`config.mk`:
```
export PLATFORM = sky130hd
export DESIGN_NAME = indexed_list_engine_unit
export DESIGN_NICKNAME = d
export VERILOG_FILES = /design/src/rtl/ile_pkg.sv /design/src/rtl/ile_ctrl.sv /design/src/rtl/ile_dp.sv /design/src/rtl/indexed_list_engine_unit.sv
export SDC_FILE = /design/constraint.sdc
export NUM_CORES = 1
export LEC_CHECK = 0
export CORE_UTILIZATION = 50
export DETAILED_ROUTE_END_ITERATION = 8
export DONT_BUFFER_PORTS = 1
export SYNTH_ARGS = -nofsm -noshare
export SYNTH_HDL_FRONTEND = slang
export SYNTH_SLANG_ARGS = --single-unit
```
`constraint.sdc`:
```
create_clock -name clk -period 11.9 [get_ports clk]
set_clock_uncertainty 0.15 [all_clocks]
set_input_delay 2.38 -clock clk [delete_from_list [all_inputs] [get_ports clk]]
set_output_delay 2.38 -clock clk [all_outputs]
set_load 0.01 [all_outputs]
```
`src/rtl/ile_pkg.sv`:
```
// Shared constants, codes and types of the indexed list engine.
package ile_pkg;

  localparam int DEPTH     = 16;
  localparam int WORD_BITS = 32;
  localparam int FUNC_BITS = 3;
  localparam int POS_BITS  = 4;
  localparam int VAL_BITS  = 32;
  localparam int STAT_BITS = 2;
  localparam int CNT_BITS  = $clog2(DEPTH + 1);
  localparam int IDX_BITS  = $clog2(DEPTH);

  // Request codes
  localparam logic [FUNC_BITS-1:0] FN_PUSH_BACK  = 3'd0;
  localparam logic [FUNC_BITS-1:0] FN_PUSH_FRONT = 3'd1;
  localparam logic [FUNC_BITS-1:0] FN_INSERT_AT  = 3'd2;
  localparam logic [FUNC_BITS-1:0] FN_GET_AT     = 3'd3;
  localparam logic [FUNC_BITS-1:0] FN_POP_BACK   = 3'd4;
  localparam logic [FUNC_BITS-1:0] FN_POP_FRONT  = 3'd5;
  localparam logic [FUNC_BITS-1:0] FN_REMOVE_AT  = 3'd6;

  // Result status codes
  localparam logic [STAT_BITS-1:0] ST_OK   = 2'd0;
  localparam logic [STAT_BITS-1:0] ST_BAD  = 2'd1;
  localparam logic [STAT_BITS-1:0] ST_FULL = 2'd2;

  typedef enum logic [1:0] {
    S_IDLE,
    S_EXEC,
    S_RESP
  } state_t;

  // Controller to datapath
  typedef struct packed {
    logic load;   // capture request beat
    logic exec;   // apply operation, register result
  } dp_cmd_t;

endpackage

```
`src/rtl/ile_ctrl.sv`:
```
// Controller state machine of the indexed list engine.
module ile_ctrl (
  input  logic              clk,
  input  logic              rst,
  input  logic              in_valid,
  output logic              in_ready,
  output logic              out_valid,
  input  logic              out_ready,
  output ile_pkg::dp_cmd_t  cmd
);

  ile_pkg::state_t state;
  ile_pkg::state_t state_next;

  always_ff @(posedge clk) begin
    if (rst) begin
      state <= ile_pkg::S_IDLE;
    end else begin
      state <= state_next;
    end
  end

  always_comb begin
    state_next = state;
    unique case (state)
      ile_pkg::S_IDLE: begin
        if (in_valid) state_next = ile_pkg::S_EXEC;
      end
      ile_pkg::S_EXEC: begin
        state_next = ile_pkg::S_RESP;
      end
      ile_pkg::S_RESP: begin
        if (out_ready) state_next = ile_pkg::S_IDLE;
      end
      default: state_next = ile_pkg::S_IDLE;
    endcase
  end

  always_comb begin
    in_ready  = 1'b0;
    out_valid = 1'b0;
    cmd.load  = 1'b0;
    cmd.exec  = 1'b0;
    unique case (state)
      ile_pkg::S_IDLE: begin
        in_ready = 1'b1;
        cmd.load = in_valid;
      end
      ile_pkg::S_EXEC: begin
        cmd.exec = 1'b1;
      end
      ile_pkg::S_RESP: begin
        out_valid = 1'b1;
      end
      default: begin
        in_ready = 1'b0;
      end
    endcase
  end

endmodule

```
`src/rtl/ile_dp.sv`:
```
// Datapath of the indexed list engine: request registers, shifting cell row, result.
module ile_dp (
  input  logic                              clk,
  input  logic                              rst,
  input  ile_pkg::dp_cmd_t                  cmd,
  input  logic [ile_pkg::FUNC_BITS-1:0]     func,
  input  logic [ile_pkg::POS_BITS-1:0]      position,
  input  logic [ile_pkg::VAL_BITS-1:0]      value,
  output logic [ile_pkg::VAL_BITS-1:0]      read_value,
  output logic [ile_pkg::STAT_BITS-1:0]     status,
  output logic [ile_pkg::CNT_BITS-1:0]      fill_count
);

  logic [ile_pkg::FUNC_BITS-1:0] req_func;
  logic [ile_pkg::POS_BITS-1:0]  req_pos;
  logic [ile_pkg::WORD_BITS-1:0] req_word;
  logic [ile_pkg::CNT_BITS-1:0]  used_count;
  logic [ile_pkg::WORD_BITS-1:0] cells [ile_pkg::DEPTH];

  logic [ile_pkg::CNT_BITS-1:0]  at;
  logic                          do_open;
  logic                          do_close;
  logic                          do_read;
  logic [ile_pkg::STAT_BITS-1:0] st_next;
  logic [ile_pkg::CNT_BITS-1:0]  used_count_next;
  logic [ile_pkg::WORD_BITS-1:0] sel_word;
  logic [ile_pkg::VAL_BITS-1:0]  read_value_next;

  always_ff @(posedge clk) begin
    if (cmd.load) begin
      req_func <= func;
      req_pos  <= position;
      req_word <= ile_pkg::WORD_BITS'(value);
    end
  end

  // Decode: target index, status and which move the row makes
  always_comb begin
    at       = ile_pkg::CNT_BITS'(req_pos);
    do_open  = 1'b0;
    do_close = 1'b0;
    do_read  = 1'b0;
    st_next  = ile_pkg::ST_OK;
    unique case (req_func) inside
      ile_pkg::FN_PUSH_BACK, ile_pkg::FN_PUSH_FRONT, ile_pkg::FN_INSERT_AT: begin
        if (req_func == ile_pkg::FN_PUSH_BACK) at = used_count;
        else if (req_func == ile_pkg::FN_PUSH_FRONT) at = '0;
        if (at > used_count) st_next = ile_pkg::ST_BAD;
        else if (used_count >= ile_pkg::CNT_BITS'(ile_pkg::DEPTH)) st_next = ile_pkg::ST_FULL;
        else do_open = 1'b1;
      end
      ile_pkg::FN_GET_AT: begin
        if (at >= used_count) st_next = ile_pkg::ST_BAD;
        else do_read = 1'b1;
      end
      ile_pkg::FN_POP_BACK, ile_pkg::FN_POP_FRONT, ile_pkg::FN_REMOVE_AT: begin
        if (req_func == ile_pkg::FN_POP_BACK) at = used_count - 1'b1;
        else if (req_func == ile_pkg::FN_POP_FRONT) at = '0;
        if (used_count == '0) st_next = ile_pkg::ST_BAD;
        else if (at >= used_count) st_next = ile_pkg::ST_BAD;
        else do_close = 1'b1;
      end
      default: st_next = ile_pkg::ST_BAD;
    endcase
  end

  assign sel_word        = cells[at[ile_pkg::IDX_BITS-1:0]];
  assign read_value_next = (do_read || do_close) ? ile_pkg::VAL_BITS'(sel_word) : '0;

  always_comb begin
    used_count_next = used_count;
    if (do_open) used_count_next = used_count + 1'b1;
    else if (do_close) used_count_next = used_count - 1'b1;
  end

  always_ff @(posedge clk) begin
    if (rst) begin
      used_count <= '0;
    end else if (cmd.exec) begin
      used_count <= used_count_next;
    end
  end

  // The cells from the target index up to the count move toward their neighbor in the same cycle
  always_ff @(posedge clk) begin
    if (cmd.exec) begin
      for (int i = 0; i < ile_pkg::DEPTH; i++) begin
        if (do_open) begin
          if (ile_pkg::CNT_BITS'(i) == at) begin
            cells[i] <= req_word;
          end else if (i > 0 && ile_pkg::CNT_BITS'(i) > at
                       && ile_pkg::CNT_BITS'(i) <= used_count) begin
            cells[i] <= cells[(i > 0) ? i - 1 : 0];
          end
        end else if (do_close) begin
          if (i < ile_pkg::DEPTH - 1 && ile_pkg::CNT_BITS'(i) >= at
              && ile_pkg::CNT_BITS'(i + 1) < used_count) begin
            cells[i] <= cells[(i < ile_pkg::DEPTH - 1) ? i + 1 : i];
          end
        end
      end
    end
  end

  always_ff @(posedge clk) begin
    if (cmd.exec) begin
      read_value <= read_value_next;
      status     <= st_next;
      fill_count <= used_count_next;
    end
  end

endmodule

```
`src/rtl/indexed_list_engine_unit.sv`:
```
// Top level of the indexed list engine: ordered word list with shifting insert and remove.
//
//  channel | handshake            | payload
//  --------+----------------------+------------------------------------
//  request | in_valid / in_ready  | func[2:0], position[3:0], value[31:0]
//  result  | out_valid / out_ready| read_value[31:0], status[1:0], fill_count[4:0]
//
// One request is in flight at a time: accept beat, a single execute state, then the
// result beat waits in its register until taken; a result stall holds off the next
// request, as the controller runs its accept/execute/respond sequence.
// Any insert or remove finishes in the execute state: the affected cells shift at once.
// rst (synchronous) empties the list and returns the controller to idle; the
// cell contents are not cleared, only the count.
// A held result (out_ready low) keeps in_ready low until that beat is taken.
module indexed_list_engine_unit (
  input  logic                           clk,
  input  logic                           rst,
  input  logic                           in_valid,
  output logic                           in_ready,
  input  logic [ile_pkg::FUNC_BITS-1:0]  func,
  input  logic [ile_pkg::POS_BITS-1:0]   position,
  input  logic [ile_pkg::VAL_BITS-1:0]   value,
  output logic                           out_valid,
  input  logic                           out_ready,
  output logic [ile_pkg::VAL_BITS-1:0]   read_value,
  output logic [ile_pkg::STAT_BITS-1:0]  status,
  output logic [ile_pkg::CNT_BITS-1:0]   fill_count
);

  ile_pkg::dp_cmd_t cmd;

  // Sequencing
  ile_ctrl u_ctrl (
    .clk       (clk),
    .rst       (rst),
    .in_valid  (in_valid),
    .in_ready  (in_ready),
    .out_valid (out_valid),
    .out_ready (out_ready),
    .cmd       (cmd)
  );

  // List storage and result registers
  ile_dp u_dp (
    .clk        (clk),
    .rst        (rst),
    .cmd        (cmd),
    .func       (func),
    .position   (position),
    .value      (value),
    .read_value (read_value),
    .status     (status),
    .fill_count (fill_count)
  );

  // Request and result sides are never open together
  a_one_in_flight: assert property (@(posedge clk) disable iff (rst)
    !(in_ready && out_valid))
    else $error("request accepted while a result is pending");

  // Every accepted request produces a result beat once the execute state has passed
  a_result_latency: assert property (@(posedge clk) disable iff (rst)
    (in_valid && in_ready) |-> ##2 out_valid)
    else $error("result beat missing after request");

  // Count never exceeds capacity
  a_count_bound: assert property (@(posedge clk) disable iff (rst)
    out_valid |-> (fill_count <= ile_pkg::CNT_BITS'(ile_pkg::DEPTH)))
    else $error("fill count beyond capacity");

  // Full status only with a full list
  a_full_status: assert property (@(posedge clk) disable iff (rst)
    (out_valid && status == ile_pkg::ST_FULL)
      |-> (fill_count == ile_pkg::CNT_BITS'(ile_pkg::DEPTH)))
    else $error("full status on a list that is not full");

endmodule

```
==> results of run 1 <==
==> flip-flops by register name, indices dropped and copies added, names as in the netlist <==
register and flops:
u_ctrl.state 2, u_dp.req_func 3, u_dp.used_count 5, u_dp.req_pos 4
u_dp.fill_count 5, u_dp.read_value 32, u_dp.status 2, u_dp.cells 512
u_dp.req_word 32
==> routing by layer <==
| layer | routed length [um] | share of wire | vias up | GRT usage |
|---|---|---|---|---|
| met2 | 48710 | 0.42 | 1554 | 0.4439 |
| li1 | - | - | 11840 | - |
| met5 | 0 | 0 | - | 0 |
| met4 | 3217 | 0.027 | 0 | 0.09614 |
| met1 | 53130 | 0.45 | 13619 | 0.4915 |
| met3 | 12100 | 0.10 | 176 | 0.06100 |
==> cell usage after synthesis, drive strengths merged, types with 8 or more instances <==
library cell,number,share of area
a311o,21,0.0059
mux2,194,0.061
buf,141,0.021
inv,10,0.0011
ha,18,0.0063
and3,38,0.0067
nand2,179,0.019
o22ai,32,0.0056
xnor2,8,0.0020
o31ai,11,0.0023
nor2,156,0.016
mux2i,626,0.18
a221o,32,0.0090
a31oi,149,0.026
edfxtp,590,0.50
a21oi,93,0.013
o21ai,291,0.041
and4,34,0.0083
clkbuf,174,0.018
nand3,159,0.022
nor3,94,0.013
==> logic make-up (layout without fill, tap and decap cells) <==
family	count (synthesis)	count (layout)	share of synthesized area
xor gates and xnor gates	10	10	0.002451
AOI/OAI and AO/OA	680	680	0.1165
buffers and inverters	326	206	0.04065
and+or+nand+nor	706	706	0.09659
other	0	1	0
DFF	597	597	0.4997
adders and majority gates	18	18	0.006302
muxes	822	822	0.2378
==> metrics by stage <==
step / util / instance area, um2 / worst slack (ns) / power, mW
2_1_floorplan: - / 35740 / 4.692 / 2.779
3_3_place_gp: 0.5171 / 36400 / 6.150 / 2.932
3_5_place_dp: 0.5173 / 36420 / 6.024 / 2.945
4_1_cts: 0.5494 / 38670 / 6.017 / 5.099
5_1_grt: 0.5494 / 38670 / 5.631 / 5.213
6_report: 0.5494 / 38680 / 6.042 / 5.081
==> power by group through the flow <==
stage	Clock [mW]	Sequential [mW]	Combinational [mW]
after floorplan	0	2.40	0.379
after CTS	2.20	2.40	0.505
after global routing	2.27	2.40	0.544
after global placement	0	2.44	0.492
final	2.16	2.40	0.514
after detailed placement	0	2.44	0.503
==> path summary, 6_finish.rpt <==
path,from,endpoint,slack (ns),cells past startpoint
max reg2reg,u_dp.req_func[1],u_dp.cells[1][2],6.04,11
min reg2reg,u_dp.cells[12][31],u_dp.cells[11][31],0.44,2
min,u_dp.cells[12][31],u_dp.cells[11][31],0.44,2
max,u_dp.req_func[1],u_dp.cells[1][2],6.04,11
==> cell type report <==
type                            count  area, um2  share of cell area
Clock buffer                       95       1973             0.05102
Antenna cell                        1      2.502          0.00006470
Multi-Input combinational cell   2236      16780              0.4340
Sequential cell                   597      17860              0.4617
Tap cell                          940       1176             0.03041
Inverter                           11      41.29            0.001068
Timing Repair Buffer               70      558.0             0.01443
Clock inverter                     30      284.0            0.007343
==> tightest hold or removal path: stages, from the launching register on <==
cell      delay (ns)
edfxtp_1        0.37
nand2_1         0.05
o21ai_0         0.06
==> flow_summary_export.csv, run 1 <==
group,metric,value,unit
sta,rsz0062_at_grt,"no",
power,p_int,3.818,mW
power,swShare,0.2486,
setup_path,crit_arrival,5.95,ns
route,drc,0,
route,route.vias.total,27189,
sta,fin_crit_sh,0.4922,
grt,grt_pass1_wl,176.1,mm
grt,grt_start_max_net_pins,114,
grt,grt_pass1_vias,25977,
route,via_per_inst,6.831,
sta,hold_viol,0,
job,drv_cap,0,
power,combPwrFrac,0.101,
clock_network,clk_latency,0.62,ns
finish,fin_cells,3980,
sta,worst_pin_slew,1.337,ns
setup_path,critPathRequiredTime,11.99,ns
worst_hold_path,holdCritPathClass,"flip-flop to flip-flop",
grt,grt-ovfl-total,0,
floorplanning,fp.dieH,269.4,um
route,wirelength,117.2,mm
synth,syn_avg_cell_area,11.31,um2
sta,fin_tns_setup,0,ns
finish,fill_cells,6006,
synth,synth_cell_types,80,
grt,antenna_found_initial,1,
route,wl_per_cell,29.44,um
synth,synth_area,35740,um2
clock_network,cts_setup_buffers,0,
sta,fmax,0.1707,GHz
synth,async_flop_share,0,
clock_network,hold_buffers,0,
power,power_frac_seq,0.473,
clock_network,cts_tree,"done",
placed_design,placed_cells_incl_taps,3854,
sta,slew_headroom,0.1063,
power,powerDensity,131.4,nW/um2
floorplanning,die-area,72550,um2
finish,drive_gt1_frac,0.1316,
synth,syn_inst,3159,
grt,groute.usage.overall,0.3174,
placed_design,dp_hpwl,75.68,mm
setup_path,critPathMaxFanout,33,
power,switchingPower,1.263,mW
synth,yosysWarnings,0,
setup_path,slowest_delay,0.90,ns
finish,final_common_cell,"mux2i_1",
clock_network,cts.sink_count,597,
synth,ys_seq_area_frac,0.4997,
clock_network,clk_pin_slew,0.06,ns
sta,period_needed,5.858,ns
placed_design,gp_congestion,0.9094,
clock_network,cts_buffer_depth,3,
setup_path,worstSetupEndpointType,"flip-flop",
route,drtIter0Drc,3047,
synth,synth_flop_cell,"edfxtp_1",
setup_path,crit_top_cell,"buf_4",
setup_path,crit_family,"simple AND/OR/NAND/NOR gates",
finish,area_growth,8.224,%
synth,synth_edf_count,590,
status,run_status,"complete, no violations",
route,postRouteAntennaNets,0,
floorplanning,die_w,269.4,um
clock_network,htreeDepth,3,
clock_network,cts-resized-gates,0,
sta,slew_viol_final,0,
sta,holdWs,0.4422,ns
setup_path,cp_slowest_cell,"nand3_2",
floorplanning,start_util,0.5077,
route,first_pass_iters,6,
floorplanning,rows,97,
clock_network,cts_root_buffer,"clkbuf_16",
sta,setup_viol,0,
floorplanning,io-pin-count,84,
setup_path,cp-start-kind,"flip-flop",
power,peakVddDrop,0.1063,mV
power,leakagePower,12.52,nW
clock_network,numCtsBuffers,71,
power,clkPwrFrac,0.426,
setup_path,path_buf_inv,2,
synth,synth_nets,3220,
synth,synth-seq-cells,597,
finish,layout.nets,3048,
finish,final_cell_mix,"mux2i_1 (625), edfxtp_1 (590), o21ai_0 (218), nand2_1 (178), mux2_2 (165)",
setup_path,path_cells,"nor2_1 -> a32o_1 -> ha_1 -> a21oi_1 -> o21ai_0 -> a311o_1 -> nor3_2 -> buf_4 -> nand3_2 -> nand2_1 -> buf_4",
floorplanning,coreArea,70390,um2
placed_design,port_buffers,0,
setup_path,crit_type,"flip-flop to flip-flop",
No activity file was read; power rests on OpenSTA's default activity.
==> run 2, diff against run 1 <==
Settings changed: PLACE_DENSITY from default to 0.68.
Clock period 11.9 ns to 5.05 ns, I/O delays scaled along.
==> run 2 against run 1 <==
- cell count increased by 0.85%
- critical endpoint is now u_dp.cells[8][18]
- register-to-register slack got worse by 5.6 ns
- via count grew 0.36%
- utilization is 0.46 points higher
- clock-buffer cell count shrank 7
==> flow_summary_export.csv, run 2 (synthesized netlist as in run 1, its figures left out) <==
group,metric,value,unit
clock_network,cts_root_buffer,"clkbuf_16",
grt,grt_start_max_net_pins,73,
finish,reg.largest.list,"u_dp.cells (512), u_dp.read_value (32), u_dp.req_word (32)",
route,postRouteAntennaNets,0,
setup_path,crit_arrival,4.76,ns
placed_design,place_area,36860,um2
power,combPwrFrac,0.105,
setup_path,worstSetupEndpointType,"flip-flop",
floorplanning,die_w,269.4,um
power,power_frac_seq,0.481,
grt,grt_pass1_vias,26298,
route,drtIter0Drc,3283,
grt,antenna_found_initial,2,
finish,fin_area,39000,um2
finish,drive_gt1_frac,0.1396,
power,swShare,0.2504,
setup_path,critPathMaxFanout,32,
grt,groute.usage.overall,0.3069,
setup_path,slowest_delay,0.52,ns
setup_path,crit_top_cell,"buf_4",
clock_network,clk_latency,0.62,ns
sta,fmax,0.2155,GHz
route,drc,0,
setup_path,cp_slowest_cell,"edfxtp_1",
grt,grt_pass1_wl,171.1,mm
route,wl_per_cell,28.33,um
sta,period_needed,4.641,ns
sta,fin_tns_setup,0,ns
floorplanning,fp.dieH,269.4,um
worst_hold_path,holdCritPathClass,"input pin to flip-flop",
setup_path,critPathRequiredTime,5.17,ns
sta,rsz0062_at_grt,"no",
finish,layout.nets,3082,
placed_design,gp_congestion,0.9114,
clock_network,cts_buffer_depth,3,
clock_network,cts-resized-gates,0,
power,p_int,8.797,mW
route,wirelength,113.7,mm
finish,area_growth,9.127,%
power,powerDensity,300.9,nW/um2
clock_network,cts.sink_count,597,
sta,slew_headroom,0.2876,
finish,regMostFlops,"u_dp.cells",
route,via_per_inst,6.798,
clock_network,clk_pin_slew,0.06,ns
power,peakVddDrop,0.3041,mV
setup_path,crit_type,"flip-flop to flip-flop",
sta,setup_viol,0,
floorplanning,io-pin-count,84,
finish,largest_reg_flops,512,
power,clkPwrFrac,0.414,
setup_path,path_cells,"or2_2 -> o31ai_1 -> ha_1 -> a211oi_1 -> a31oi_2 -> buf_4 -> nor2_1 -> nand2_1 -> o31ai_4 -> buf_4",
clock_network,hold_buffers,0,
finish,final_cell_mix,"mux2i_1 (625), edfxtp_1 (590), o21ai_0 (218), nand2_1 (178), mux2_2 (165)",
floorplanning,die-area,72550,um2
sta,slew_viol_final,0,
clock_network,cts_tree,"done",
power,switchingPower,2.939,mW
sta,worst_pin_slew,1.065,ns
floorplanning,coreArea,70390,um2
power,leakagePower,12.70,nW
floorplanning,rows,97,
setup_path,cp-start-kind,"flip-flop",
clock_network,numCtsBuffers,70,
grt,grt-ovfl-total,0,
clock_network,cts_setup_buffers,0,
route,route.vias.total,27286,
sta,fin_crit_sh,0.9191,
placed_design,port_buffers,0,
placed_design,dp_hpwl,73.67,mm
job,drv_cap,0,
clock_network,htreeDepth,3,
route,first_pass_iters,6,
finish,final_common_cell,"mux2i_1",
status,run_status,"complete, no violations",
floorplanning,start_util,0.5077,
sta,hold_viol,0,
run 2: changes by cell type in the layout (fill, tap and decap cells not counted), moves of 3 or more:
cell,delta
clkbuf_1,-4
clkbuf_16,-3
clkinv_1,+8
clkinv_2,+3
buf_12,+14
buf_4,+22
run 2: worst paths after layout:
check,from,endpoint,slack [ns],depth (start not counted)
setup / recovery,u_dp.req_func[1],u_dp.cells[8][18],0.41,10
hold / removal,rst,u_dp.used_count[2],0.31,1
setup reg to reg,u_dp.req_func[1],u_dp.cells[8][18],0.41,10
hold reg to reg,u_dp.cells[14][9],u_dp.cells[13][9],0.44,2
run 2: area by class of cell:
class | instances | area [um2]
Antenna cell | 1 | 2.502
Clock buffer | 88 | 1883
Clock inverter | 36 | 252.7
Fill cell | 5943 | 31390
Inverter | 11 | 41.29
Multi-Input combinational cell | 2236 | 16800
Sequential cell | 597 | 17860
Tap cell | 940 | 1176
Timing Repair Buffer | 105 | 988.4
run 2: worst max-delay path: cells and delay by family (launching register included):
family	cells	cell delay, ns
adders and majority gates	1	0.34
AOI/OAI and AO/OA	4	1.24
buffers and inverters	2	0.69
and+or+nand+nor	3	1.33
DFF	1	0.52
run 2: power groups by stage:
stage               Combinational [mW]  Clock [mW]  Sequential [mW]
global route                      1.30        5.08             5.64
detailed placement                1.20           0             5.74
CTS                               1.20        4.90             5.64
global placement                  1.17           0             5.74
finish                            1.23        4.86             5.65
floorplan                        0.893           0             5.66
run 2: through the flow:
step,instances,total power [mW],setup slack [ns],hold slack (ns),util
after floorplan,3159,6.550,0.03351,0.3943,-
after global placement,3889,6.902,0.4077,0.4128,0.5236
after detailed placement,3889,6.937,0.2777,0.4269,0.5236
after CTS,4013,11.74,0.2808,0.2979,0.5539
after global routing,4013,12.03,0.2974,0.3179,0.5540
final,4014,11.74,0.4087,0.3120,0.5540
run 2: per-layer routing:
metal,routed length (um),global-route usage,vias up
met5,0,0,-
met4,2389,0.08807,0
met3,13620,0.05985,191
met2,49280,0.4518,1765
met1,48410,0.4574,13435
li1,-,-,11895
